## src/rtl/b32enc_pkg.sv

```systemverilog
`default_nettype none

package b32enc_pkg;

    localparam int CHK_W = 30;
    localparam int SYM_W = 5;
    localparam int CHAR_W = 7;

    // checksum start value, also the final xor constant
    localparam logic [CHK_W-1:0] CHK_INIT = 30'd1;

    localparam logic [CHK_W-1:0] GEN [5] = '{
        30'h3b6a57b2,
        30'h26508e6d,
        30'h1ea119fa,
        30'h3d4233dd,
        30'h2a1462b3
    };

    // symbol alphabet, index 0 first
    localparam logic [CHAR_W-1:0] SYM_CHARS [32] = '{
        7'h71, 7'h70, 7'h7a, 7'h72, 7'h79, 7'h39, 7'h78, 7'h38,
        7'h67, 7'h66, 7'h32, 7'h74, 7'h76, 7'h64, 7'h77, 7'h30,
        7'h73, 7'h33, 7'h6a, 7'h6e, 7'h35, 7'h34, 7'h6b, 7'h68,
        7'h63, 7'h65, 7'h36, 7'h6d, 7'h75, 7'h61, 7'h37, 7'h6c
    };

    localparam logic [CHAR_W-1:0] CHAR_SEPARATOR = 7'h31;
    localparam logic [CHAR_W-1:0] CHAR_B = 7'h62;
    localparam logic [CHAR_W-1:0] CHAR_I = 7'h69;
    localparam logic [CHAR_W-1:0] CHAR_O = 7'h6f;

    localparam logic [63:0] PREFIX_RESET = 64'h6362;
    localparam logic [3:0] PREFIX_LEN_RESET = 4'd2;
    localparam logic [SYM_W-1:0] VERSION_RESET = 5'd0;

    // configuration register indexes
    localparam logic [1:0] CFG_PREFIX_CHARS = 2'd0;
    localparam logic [1:0] CFG_PREFIX_LENGTH = 2'd1;
    localparam logic [1:0] CFG_WITNESS_VERSION = 2'd2;

    typedef struct packed {
        logic             init;
        logic             step;
        logic [SYM_W-1:0] sym;
    } t_fold_req;

endpackage

`default_nettype wire

```

## src/rtl/b32enc_polymod.sv

```systemverilog
`default_nettype none

module b32enc_polymod (
    input  wire                                  i_clk,
    input  wire                                  i_rst_n,
    input  b32enc_pkg::t_fold_req                i_req,
    output logic [b32enc_pkg::CHK_W-1:0]         o_chk
);

    logic [b32enc_pkg::CHK_W-1:0] r_chk;
    logic [b32enc_pkg::CHK_W-1:0] n_chk;
    logic [4:0]                   top;

    always_comb begin
        top = r_chk[29:25];
        n_chk = {r_chk[24:0], i_req.sym};
        for (int k = 0; k < 5; k++) begin
            if (top[k]) begin
                n_chk = n_chk ^ b32enc_pkg::GEN[k];
            end
        end
    end

    always_ff @(posedge i_clk) begin
        if (!i_rst_n) begin
            r_chk <= b32enc_pkg::CHK_INIT;
        end else if (i_req.init) begin
            r_chk <= b32enc_pkg::CHK_INIT;
        end else if (i_req.step) begin
            r_chk <= n_chk;
        end
    end

    assign o_chk = r_chk;

endmodule

`default_nettype wire

```

## src/rtl/bech32_address_encoder.sv

```systemverilog
// channel   handshake                  payload                          dir
// -------   ------------------------   ------------------------------   ---
// input     i_in_valid, o_in_stall     i_program_byte, i_final_byte     in
// output    o_out_valid, i_out_stall   o_out_char, o_final_char         out
// config    i_cfg_valid, o_cfg_ready   i_cfg_index, i_cfg_data          in
//
// a byte is accepted in idle and then gives one or two 5-bit symbols, one per cycle unless the output stalls
// the first byte of a message first folds the prefix high bits and a zero, then emits prefix chars, separator, version
// the final byte then takes a pad step, six zero folds and six checksum chars
// every symbol fold goes through the single polymod unit, one fold per cycle unless an output stall holds it
// an output stall freezes the emitting step; the input is stalled until the byte is done
// reset is synchronous and leaves no message open
`default_nettype none

module bech32_address_encoder #(
    parameter int MAX_PREFIX_CHARS = 8
) (
    input  wire         i_clk,
    input  wire         i_rst_n,
    input  wire         i_in_valid,
    output logic        o_in_stall,
    input  wire  [7:0]  i_program_byte,
    input  wire         i_final_byte,
    output logic        o_out_valid,
    input  wire         i_out_stall,
    output logic [6:0]  o_out_char,
    output logic        o_final_char,
    input  wire         i_cfg_valid,
    output logic        o_cfg_ready,
    input  wire  [1:0]  i_cfg_index,
    input  wire  [63:0] i_cfg_data
);

    localparam int PFX_W = 8 * MAX_PREFIX_CHARS;
    localparam int IDX_W = (MAX_PREFIX_CHARS > 1) ? $clog2(MAX_PREFIX_CHARS) : 1;

    localparam logic [3:0] ST_IDLE    = 4'd0;
    localparam logic [3:0] ST_PFX_HI  = 4'd1;
    localparam logic [3:0] ST_PFX_SEP = 4'd2;
    localparam logic [3:0] ST_PFX_LO  = 4'd3;
    localparam logic [3:0] ST_ONE     = 4'd4;
    localparam logic [3:0] ST_VER     = 4'd5;
    localparam logic [3:0] ST_DATA    = 4'd6;
    localparam logic [3:0] ST_PAD     = 4'd7;
    localparam logic [3:0] ST_ZERO    = 4'd8;
    localparam logic [3:0] ST_OUT     = 4'd9;

    logic [3:0]       r_state, n_state;
    logic [PFX_W-1:0] r_prefix;
    logic [3:0]       r_prefix_len;
    logic [4:0]       r_version;
    logic [3:0]       r_len, n_len;
    logic [IDX_W-1:0] r_idx, n_idx;
    logic [11:0]      r_acc, n_acc;
    logic [3:0]       r_cnt, n_cnt;
    logic             r_fin, n_fin;
    logic [3:0]       r_left_bits, n_left_bits;
    logic [2:0]       r_left_cnt, n_left_cnt;
    logic             r_open, n_open;
    logic [2:0]       r_step, n_step;
    logic             r_out_valid;
    logic [6:0]       r_out_char;
    logic             r_out_final;

    b32enc_pkg::t_fold_req        fold_req;
    logic [b32enc_pkg::CHK_W-1:0] chk;
    logic [b32enc_pkg::CHK_W-1:0] chk_pm;
    logic                         out_free;
    logic                         emit;
    logic [6:0]                   emit_char;
    logic                         emit_final;
    logic [7:0]                   cur_char;
    logic [3:0]                   sat_len;
    logic                         idx_last;
    logic [3:0]                   data_sh;
    logic [4:0]                   data_sym;
    logic [3:0]                   left_mask;
    logic [4:0]                   pad_sym;
    logic [4:0]                   fin_sym;

    b32enc_polymod u_polymod (
        .i_clk   (i_clk),
        .i_rst_n (i_rst_n),
        .i_req   (fold_req),
        .o_chk   (chk)
    );

    // configuration registers
    always_ff @(posedge i_clk) begin
        if (!i_rst_n) begin
            r_prefix     <= PFX_W'(b32enc_pkg::PREFIX_RESET);
            r_prefix_len <= b32enc_pkg::PREFIX_LEN_RESET;
            r_version    <= b32enc_pkg::VERSION_RESET;
        end else if (i_cfg_valid) begin
            unique case (i_cfg_index)
                b32enc_pkg::CFG_PREFIX_CHARS:    r_prefix     <= i_cfg_data[PFX_W-1:0];
                b32enc_pkg::CFG_PREFIX_LENGTH:   r_prefix_len <= i_cfg_data[3:0];
                b32enc_pkg::CFG_WITNESS_VERSION: r_version    <= i_cfg_data[4:0];
                default: ;
            endcase
        end
    end

    assign o_cfg_ready = 1'b1;

    always_comb begin
        out_free  = !r_out_valid || !i_out_stall;
        cur_char  = r_prefix[8*r_idx +: 8];
        sat_len   = (r_prefix_len > 4'(MAX_PREFIX_CHARS)) ? 4'(MAX_PREFIX_CHARS)
                                                          : r_prefix_len;
        idx_last  = (4'(r_idx) == r_len - 4'd1);
        data_sh   = r_cnt - 4'd5;
        data_sym  = 5'(r_acc >> data_sh);
        left_mask = 4'((5'd1 << data_sh[2:0]) - 5'd1);
        pad_sym   = 5'({1'b0, r_left_bits} << (3'd5 - r_left_cnt));
        chk_pm    = chk ^ b32enc_pkg::CHK_INIT;
        case (r_step)
            3'd0:    fin_sym = chk_pm[29:25];
            3'd1:    fin_sym = chk_pm[24:20];
            3'd2:    fin_sym = chk_pm[19:15];
            3'd3:    fin_sym = chk_pm[14:10];
            3'd4:    fin_sym = chk_pm[9:5];
            default: fin_sym = chk_pm[4:0];
        endcase
    end

    always_comb begin
        n_state     = r_state;
        n_len       = r_len;
        n_idx       = r_idx;
        n_acc       = r_acc;
        n_cnt       = r_cnt;
        n_fin       = r_fin;
        n_left_bits = r_left_bits;
        n_left_cnt  = r_left_cnt;
        n_open      = r_open;
        n_step      = r_step;
        fold_req    = '0;
        emit        = 1'b0;
        emit_char   = '0;
        emit_final  = 1'b0;

        unique case (r_state)
            ST_IDLE: begin
                if (i_in_valid) begin
                    n_acc = {r_left_bits, i_program_byte};
                    n_cnt = {1'b0, r_left_cnt} + 4'd8;
                    n_fin = i_final_byte;
                    if (!r_open) begin
                        fold_req.init = 1'b1;
                        n_len = sat_len;
                        n_idx = '0;
                        n_state = (sat_len == 4'd0) ? ST_PFX_SEP : ST_PFX_HI;
                    end else begin
                        n_state = ST_DATA;
                    end
                end
            end
            ST_PFX_HI: begin
                fold_req.step = 1'b1;
                fold_req.sym  = {2'b00, cur_char[7:5]};
                n_idx = r_idx + 1'b1;
                if (idx_last) begin
                    n_idx = '0;
                    n_state = ST_PFX_SEP;
                end
            end
            ST_PFX_SEP: begin
                fold_req.step = 1'b1;
                n_state = (r_len == 4'd0) ? ST_ONE : ST_PFX_LO;
            end
            ST_PFX_LO: begin
                if (out_free) begin
                    fold_req.step = 1'b1;
                    fold_req.sym  = cur_char[4:0];
                    emit      = 1'b1;
                    emit_char = cur_char[6:0];
                    n_idx = r_idx + 1'b1;
                    if (idx_last) begin
                        n_state = ST_ONE;
                    end
                end
            end
            ST_ONE: begin
                if (out_free) begin
                    emit      = 1'b1;
                    emit_char = b32enc_pkg::CHAR_SEPARATOR;
                    n_state   = ST_VER;
                end
            end
            ST_VER: begin
                if (out_free) begin
                    fold_req.step = 1'b1;
                    fold_req.sym  = r_version;
                    emit      = 1'b1;
                    emit_char = b32enc_pkg::SYM_CHARS[r_version];
                    n_open    = 1'b1;
                    n_state   = ST_DATA;
                end
            end
            ST_DATA: begin
                if (out_free) begin
                    fold_req.step = 1'b1;
                    fold_req.sym  = data_sym;
                    emit      = 1'b1;
                    emit_char = b32enc_pkg::SYM_CHARS[data_sym];
                    n_cnt = data_sh;
                    // fewer than five bits left: park them for the next byte
                    if (data_sh < 4'd5) begin
                        n_left_bits = r_acc[3:0] & left_mask;
                        n_left_cnt  = data_sh[2:0];
                        n_state     = r_fin ? ST_PAD : ST_IDLE;
                    end
                end
            end
            ST_PAD: begin
                if (r_left_cnt == 3'd0) begin
                    n_step  = '0;
                    n_state = ST_ZERO;
                end else if (out_free) begin
                    fold_req.step = 1'b1;
                    fold_req.sym  = pad_sym;
                    emit      = 1'b1;
                    emit_char = b32enc_pkg::SYM_CHARS[pad_sym];
                    n_step    = '0;
                    n_state   = ST_ZERO;
                end
            end
            ST_ZERO: begin
                fold_req.step = 1'b1;
                n_step = r_step + 3'd1;
                if (r_step == 3'd5) begin
                    n_step  = '0;
                    n_state = ST_OUT;
                end
            end
            ST_OUT: begin
                if (out_free) begin
                    emit       = 1'b1;
                    emit_char  = b32enc_pkg::SYM_CHARS[fin_sym];
                    emit_final = (r_step == 3'd5);
                    n_step     = r_step + 3'd1;
                    if (r_step == 3'd5) begin
                        fold_req.init = 1'b1;
                        n_left_bits   = '0;
                        n_left_cnt    = '0;
                        n_open        = 1'b0;
                        n_step        = '0;
                        n_state       = ST_IDLE;
                    end
                end
            end
            default: begin
                n_state = ST_IDLE;
            end
        endcase
    end

    always_ff @(posedge i_clk) begin
        if (!i_rst_n) begin
            r_state     <= ST_IDLE;
            r_left_bits <= '0;
            r_left_cnt  <= '0;
            r_open      <= 1'b0;
            r_step      <= '0;
            r_idx       <= '0;
            r_len       <= '0;
        end else begin
            r_state     <= n_state;
            r_left_bits <= n_left_bits;
            r_left_cnt  <= n_left_cnt;
            r_open      <= n_open;
            r_step      <= n_step;
            r_idx       <= n_idx;
            r_len       <= n_len;
        end
    end

    always_ff @(posedge i_clk) begin
        r_acc <= n_acc;
        r_cnt <= n_cnt;
        r_fin <= n_fin;
    end

    // output register, refilled in the cycle it is taken
    always_ff @(posedge i_clk) begin
        if (!i_rst_n) begin
            r_out_valid <= 1'b0;
        end else if (emit) begin
            r_out_valid <= 1'b1;
        end else if (!i_out_stall) begin
            r_out_valid <= 1'b0;
        end
    end

    always_ff @(posedge i_clk) begin
        if (emit) begin
            r_out_char  <= emit_char;
            r_out_final <= emit_final;
        end
    end

    assign o_in_stall   = (r_state != ST_IDLE);
    assign o_out_valid  = r_out_valid;
    assign o_out_char   = r_out_char;
    assign o_final_char = r_out_final;

endmodule

`default_nettype wire

```

## config.mk

```make
export PLATFORM = sky130hd
export DESIGN_NAME = bech32_address_encoder
export DESIGN_NICKNAME = d
export VERILOG_FILES = /design/src/rtl/b32enc_pkg.sv /design/src/rtl/b32enc_polymod.sv /design/src/rtl/bech32_address_encoder.sv
export SDC_FILE = /design/constraint.sdc
export NUM_CORES = 1
export LEC_CHECK = 0
export BUFFER_PORTS_ARGS = -buffer_cell sky130_fd_sc_hd__buf_2
export CORE_MARGIN = 4
export CORE_UTILIZATION = 60
export CTS_BUF_LIST = sky130_fd_sc_hd__clkbuf_8 sky130_fd_sc_hd__clkbuf_16
export CTS_CLUSTER_SIZE = 20
export DETAILED_ROUTE_END_ITERATION = 12
export PLACE_DENSITY = 0.86
export SLEW_MARGIN = 20
export SYNTH_ARGS = -nofsm -noshare
export SYNTH_HDL_FRONTEND = slang
export SYNTH_SLANG_ARGS = --single-unit
```

## constraint.sdc

```tcl
create_clock -name i_clk -period 4.4 [get_ports i_clk]
set_clock_uncertainty 0.1 [all_clocks]
set_input_delay 0.88 -clock i_clk [delete_from_list [all_inputs] [get_ports i_clk]]
set_output_delay 0.88 -clock i_clk [all_outputs]
set_load 0.03 [all_outputs]
```

-- Yosys cells after proc, flatten, opt, wreduce, memory -nomap -nowiden
Memory sizes are Yosys's and may differ from the RTL's.
Cells that the tools add are included.
- reductions and logical operators: 30
- shift-type cells: 4
- bitwise operators: 13
- eq/ne operators: 31
- order comparisons: 6
- multiplexer cells: 83
- add/sub/neg operators: 7
- operators by type and width (kind ; count):
    30-bit two-way mux ; 4
    7-bit two-way mux ; 14
    4-bit two-way mux ; 18
    64-bit by 7-bit variable part select with 8-bit output ; 1
    5-bit case mux with 5 select lines ; 2
    3-bit two-way mux ; 15
    7-bit case mux with 6 select lines ; 1
    4-bit case mux with 10 select lines ; 1
    6-bit two-way mux ; 6
    29-bit two-way mux ; 1
    6-bit greater-or-equal comparator, second input constant ; 4
    2-bit inequality test, second input constant ; 12
    5-bit inverter with 6-bit output ; 4
    18-bit inverter ; 1
    3-bit case mux with 3 select lines ; 2
    17-bit inverter ; 1
    4-bit by 3-bit == test with 1-bit output, second input constant ; 4
    16-bit inverter ; 1
    4-bit case mux with 2 select lines ; 2
    14-bit inverter ; 1
    13-bit inverter ; 1
    4-bit logical NOT ; 3
    12-bit AND reduction ; 1
    12-bit by 4-bit right shift with 5-bit output ; 1
    41 further kinds ; 73
- word-level logic and storage cells: 195
- bits in registers: 151
- output and inout bits: 11
- input bits: 80
- memories kept: 4
- memory bits (read-only): 896
- memories (name ; words ; bits a word ; rd ports ; clocked after memory_dff ; wr ports ; RTL line ; source):
    (no name shown) ; 32 ; 7 ; 1 ; 0 ; 0 ; bech32_address_encoder.sv:240 ; emit_char = b32enc_pkg::SYM_CHARS[fin_sym];
    (no name shown) ; 32 ; 7 ; 1 ; 0 ; 0 ; bech32_address_encoder.sv:224 ; emit_char = b32enc_pkg::SYM_CHARS[pad_sym];
    (no name shown) ; 32 ; 7 ; 1 ; 0 ; 0 ; bech32_address_encoder.sv:206 ; emit_char = b32enc_pkg::SYM_CHARS[data_sym];
    (no name shown) ; 32 ; 7 ; 1 ; 0 ; 0 ; bech32_address_encoder.sv:196 ; emit_char = b32enc_pkg::SYM_CHARS[r_version];

-- Depth between registers and ports, before layout
- word-level depth: 15
- gate-level depth with buffers: 13
- depth with buffers taken out: 10

-- Hierarchy
Synthesis repeated with hierarchy kept, for this count alone.
- cell total of the unflattened synthesis: 1105
- area, all modules: 9417.8 sq um
- by module, submodules not included (module ; seq. area each (sq um) ; instances ; area an instance (sq um) ; cells an instance):
    bech32_address_encoder ; 2672.6 ; 1 ; 7782.5 ; 941
    b32enc_polymod ; 600.6 ; 1 ; 1635.3 ; 164

-- Worst setup path after synthesis
OpenSTA, ideal clock, no wires.
- path kind: reg-to-reg
- start: register r_cnt[0]
- end: register r_out_char[2] (netlist: o_out_char[2]), data pin
- data arrival time: 2.915 ns
- library setup time: 0.273 ns
- path slack: 1.113 ns
- cell stages (with the launch flop): 13
- clock period less this slack: 3.287 ns
- path through: edfxtp_1 -> buf_6 -> inv_1 -> ha_1 -> ha_1 -> buf_2 -> mux4_2 -> mux2i_1 -> mux2i_1 -> clkbuf_1 -> o2111a_1 -> nor4_1 -> nand4_1
- word-level cells in the longest chain between the ends: 8
- ends and longest elaborated chain (item ; RTL line ; source):
    start, declared ; bech32_address_encoder.sv:55 ; logic [3:0] r_cnt, n_cnt;
    start signal, assigned ; bech32_address_encoder.sv:281 ; r_cnt <= n_cnt;
    4-bit by 3-bit subtractor with 4-bit output ; bech32_address_encoder.sv:112 ; data_sh = r_cnt - 4'd5;
    12-bit by 4-bit right shift with 5-bit output ; bech32_address_encoder.sv:113 ; data_sym = 5'(r_acc >> data_sh);
    5-bit inverter with 6-bit output (not written as such) ; bech32_address_encoder.sv:206 ;
    memory 32 x 7 bit ; -- ;
    7-bit two-way mux (not written as such) (2 in a row) ; bech32_address_encoder.sv:206 ;
    7-bit two-way mux ; bech32_address_encoder.sv:202 ; if (out_free) begin
    7-bit case mux with 6 select lines ; bech32_address_encoder.sv:143 ; unique case (r_state)
    net emit_char[2] ; bech32_address_encoder.sv:70 ; logic [6:0] emit_char;
    end signal, assigned ; bech32_address_encoder.sv:298 ; r_out_char <= emit_char;
    end, declared ; bech32_address_encoder.sv:62 ; logic [6:0] r_out_char;
The timed path passes the listed nets, and every way through them passes these cells. The select of a mux whose other input is x is not followed.
A chain may end at the register's enable or synchronous reset.

-- Worst setup path in the final report
- start: register r_cnt[0]
- end: register r_out_char[3] (netlist: o_out_char[3]), data pin
The elaborated chain is that of the path after synthesis.

==> results.yml <==
die:
  floorplan.die.width_um: 132
  initial_core_util_pct: 61.0
  std_cell_rows: 45
  top_level_ports: 91
  floorplan.core_area_um2: 15100
  floorplan.die.height_um: 132
  die-area_um2: 17400
yosys:
  synthFlopType: "sky130_fd_sc_hd__dfxtp_1"
  async_reset_ff_share_pct: 0
  yosys-top-cells-area: "sky130_fd_sc_hd__dfxtp_1 27%, sky130_fd_sc_hd__edfxtp_1 8.2%, sky130_fd_sc_hd__nand2_1 8.0%, sky130_fd_sc_hd__mux4_2 5.4%, sky130_fd_sc_hd__a21boi_0 4.9%"
  synth_top_cell_by_area: "sky130_fd_sc_hd__dfxtp_1"
  syn-cell-area_um2: 9200
  synth_most_common_cell: "sky130_fd_sc_hd__nand2_1"
  synth.top_cell.area_share_pct: 27.4
  warnings_from_yosys: 0
  synthDistinctLibCells: 86
  postSynthNetCount: 1162
  post_synth_inst_count: 1071
  synth-edff-count: 25
  synth.yosys.seq_area_share_pct: 35.6
  syn_avg_cell_area_um2: 8.59
  synth_common_cells: "197 x sky130_fd_sc_hd__nand2_1, 126 x sky130_fd_sc_hd__dfxtp_1, 74 x sky130_fd_sc_hd__nor2_1"
  synth_seq_cells: 151
placed_design:
  placedInstanceArea_um2: 9630
  hpwlAfterDp_mm: 16.5
  io_buffers: 89
  preCtsSetupSlack_ns: 0.867
  routabilityCongestion: 0.966
hold_path:
  timing.hold.worst_endpoint: "r_prefix[55]"
  hold_depth: 2
  hp-class: "register to register"
  critical_hold_path_startpoint: "r_prefix[55]"
clock_tree:
  h_tree_level_count: 4
  post-cts-setup-buffer-count: 0
  post_cts_hold_buffer_count: 0
  cts-root-buf: "sky130_fd_sc_hd__clkbuf_16"
  clock_sink_count: 151
  clk_latency_ns: 0.44
  cts-buffers-inserted: 17
  path_clk_slew_ns: 0.06
  cts_max_path_buffers: 2
  tritoncts_clock_tree: "built"
  ctsResizeCount: 0
global_route:
  grt_pass1_wl_mm: 38.0
  grt_start_max_net_pins: 79
  overflow: 0
  grt_antenna_before_repair: 0
  grtUsageTotal_pct: 26.7
  first_global_vias: 7717
setup_path:
  path_common_cell: "sky130_fd_sc_hd__nand3_1"
  crit_buf_inv: 2
  crit_path_end_kind: "register"
  critPathLaunchType: "register"
  timing.critical_path.arrival_ns: 3.68
  crit-reg2reg-capture: "o_out_char[3]"
  worst-setup-path-type: "register to register"
  rrSetupSlack_ns: 0.80
  critPathSlowestCell: "sky130_fd_sc_hd__ha_1"
  r2r-start: "r_cnt[0]"
  r2r_cells: 9
  critical-path-top-delay-family: "compound AO/OA/AOI/OAI gates"
  critical_path.max_stage_delay_ns: 0.67
  critical_path.max_fanout: 18
  cp-startpoint: "r_cnt[0]"
  critical_path_cell_count: 9
  crit_chain: "buf_4 > inv_1 > ha_1 > mux4_2 > nand3_1 > nand3_1 > a21boi_1 > o22ai_1 > a211o_1"
  critPathRequiredTime_ns: 4.49
power:
  leakage_nw: 3.72
  power.total_mw: 5.97
  powerDensity_nw_per_um2: 585
  worst_ir_drop_vdd_mv: 0.303
drt:
  routed_wl_mm: 23.6
  detail_route.first_pass.iterations: 5
  dr_total_vias: 8199
  drt_iter0_markers: 914
  postRouteAntennaNets: 0
  avgRoutedWirePerCell_um: 18.0
  drc: 0
  detail_route.vias_per_cell: 6.26
timing:
  timing_worst_slew_pin_value_ns: 0.854
  fmax_ghz: 0.278
  finalMaxSlewViolations: 0
  worst_slack_ns: 0.803
  finalSetupViolations: 0
  timing.final.hold_violations: 0
  final.min_clock_period_ns: 3.60
  timing.slew.headroom_pct: 43.0
  rsz0062_at_grt: "false"
  setup_total_negative_slack_ns: 0
  layout_worst_path_cycle_share_pct: 81.8
layout:
  drive_above_1_share_pct: 16.1
  multi_input_comb_area_um2: 5500
  n_fill_cell: 1196
  area_overhead_of_the_layout_relative_to_synthesis_pct: 10.9
  flip_flop_and_latch_area_um2: 3270
  finalInstanceArea_um2: 10200
  insertedDiodeCount: 0
  design.final.nets: 1199
outcome:
  status: "finished, final reports clean"
run:
  max_cap_violations: 0
## how the worst max path moves through the flow
stage                                to  slack, ns
after global placement    o_out_char[3]       0.97
after floorplan           o_out_char[2]       1.11
final                     o_out_char[3]       0.80
after detailed placement  o_out_char[3]       0.87
after global routing      o_out_char[2]       0.52
after CTS                 o_out_char[3]       0.85
## final cells by class
class | count | share of cell area (%)
sequential | 151 | 32.1
multi-input combinational | 814 | 53.9
clock inverter | 15 | 1.41
inverter | 23 | 0.846
tap | 188 | 2.31
timing repair buffer | 101 | 5.25
clock buffer | 17 | 4.17
## kinds of logic (layout without fill, tap and decap cells)
group                      Yosys count  count (layout)  synth area share (%)
DFF                                151             151                  35.6
AOI/OAI and AO/OA                  275             275                  20.8
xor gates and xnor gates            59              59                  6.10
and+or+nand+nor                    399             399                  20.0
muxes                               67              67                  10.9
other                                1               1                0.0407
buffers and inverters              106             156                  4.87
adders and majority gates           13              13                  1.73
## registers in the layout (all words and copies together), names as in the netlist
name / flops
r_prefix: 64
u_polymod.o_chk: 30
r_acc: 12
o_out_char: 7
r_version: 5
r_cnt: 4
r_left_bits: 4
r_len: 4
r_prefix_len: 4
r_state: 4
r_idx: 3
r_left_cnt: 3
r_step: 3
o_final_char: 1
o_out_valid: 1
r_fin: 1
r_open: 1
## cell usage in the layout, fill, tap and decap left out, types with 18 or more instances in the layout
cell and n:
sky130_fd_sc_hd__nand2_1 197, sky130_fd_sc_hd__dfxtp_1 126, sky130_fd_sc_hd__buf_2 89, sky130_fd_sc_hd__nor2_1 74, sky130_fd_sc_hd__a21boi_0 60, sky130_fd_sc_hd__a21oi_1 57, sky130_fd_sc_hd__mux2i_1 37, sky130_fd_sc_hd__xnor2_1 36
sky130_fd_sc_hd__o21ai_0 32, sky130_fd_sc_hd__nand3_1 25, sky130_fd_sc_hd__edfxtp_1 25, sky130_fd_sc_hd__a211oi_1 24, sky130_fd_sc_hd__inv_1 23, sky130_fd_sc_hd__mux4_2 22, sky130_fd_sc_hd__xor2_1 20, sky130_fd_sc_hd__nor2b_1 18
## power breakdown
group	internal [mW]	total (mW)	leakage, nW	switching, mW
Clock	0.792	1.43	0.285	0.633
Combinational	1.04	2.61	2.17	1.56
Sequential	1.66	1.93	1.26	0.277
Total	3.49	5.97	3.72	2.47
## stage by stage
step | hold slack, ns | util, % | cells
6_report | 0.363 | 67.6 | 1309
5_1_grt | 0.385 | 67.6 | 1309
4_1_cts | 0.366 | 67.6 | 1309
3_5_place_dp | 0.358 | 63.8 | 1277
3_3_place_gp | 0.344 | 63.8 | 1277
2_1_floorplan | 0.306 | - | 1071
## worst min-delay path: stages (launching register included)
cell and delay [ns]:
sky130_fd_sc_hd__dfxtp_1 0.31, sky130_fd_sc_hd__nand2_1 0.04, sky130_fd_sc_hd__a21boi_0 0.06
## routing by layer
| metal | GRT usage (%) | vias to the layer above | wire length [um] |
|---|---|---|---|
| met5 | 0 | - | 0 |
| met3 | 5.57 | 64 | 1790 |
| met2 | 44.1 | 374 | 11300 |
| met1 | 34.6 | 3862 | 9870 |
| met4 | 10.6 | 0 | 707 |
| li1 | - | 3899 | - |
Power figures use the tool's default switching activity.
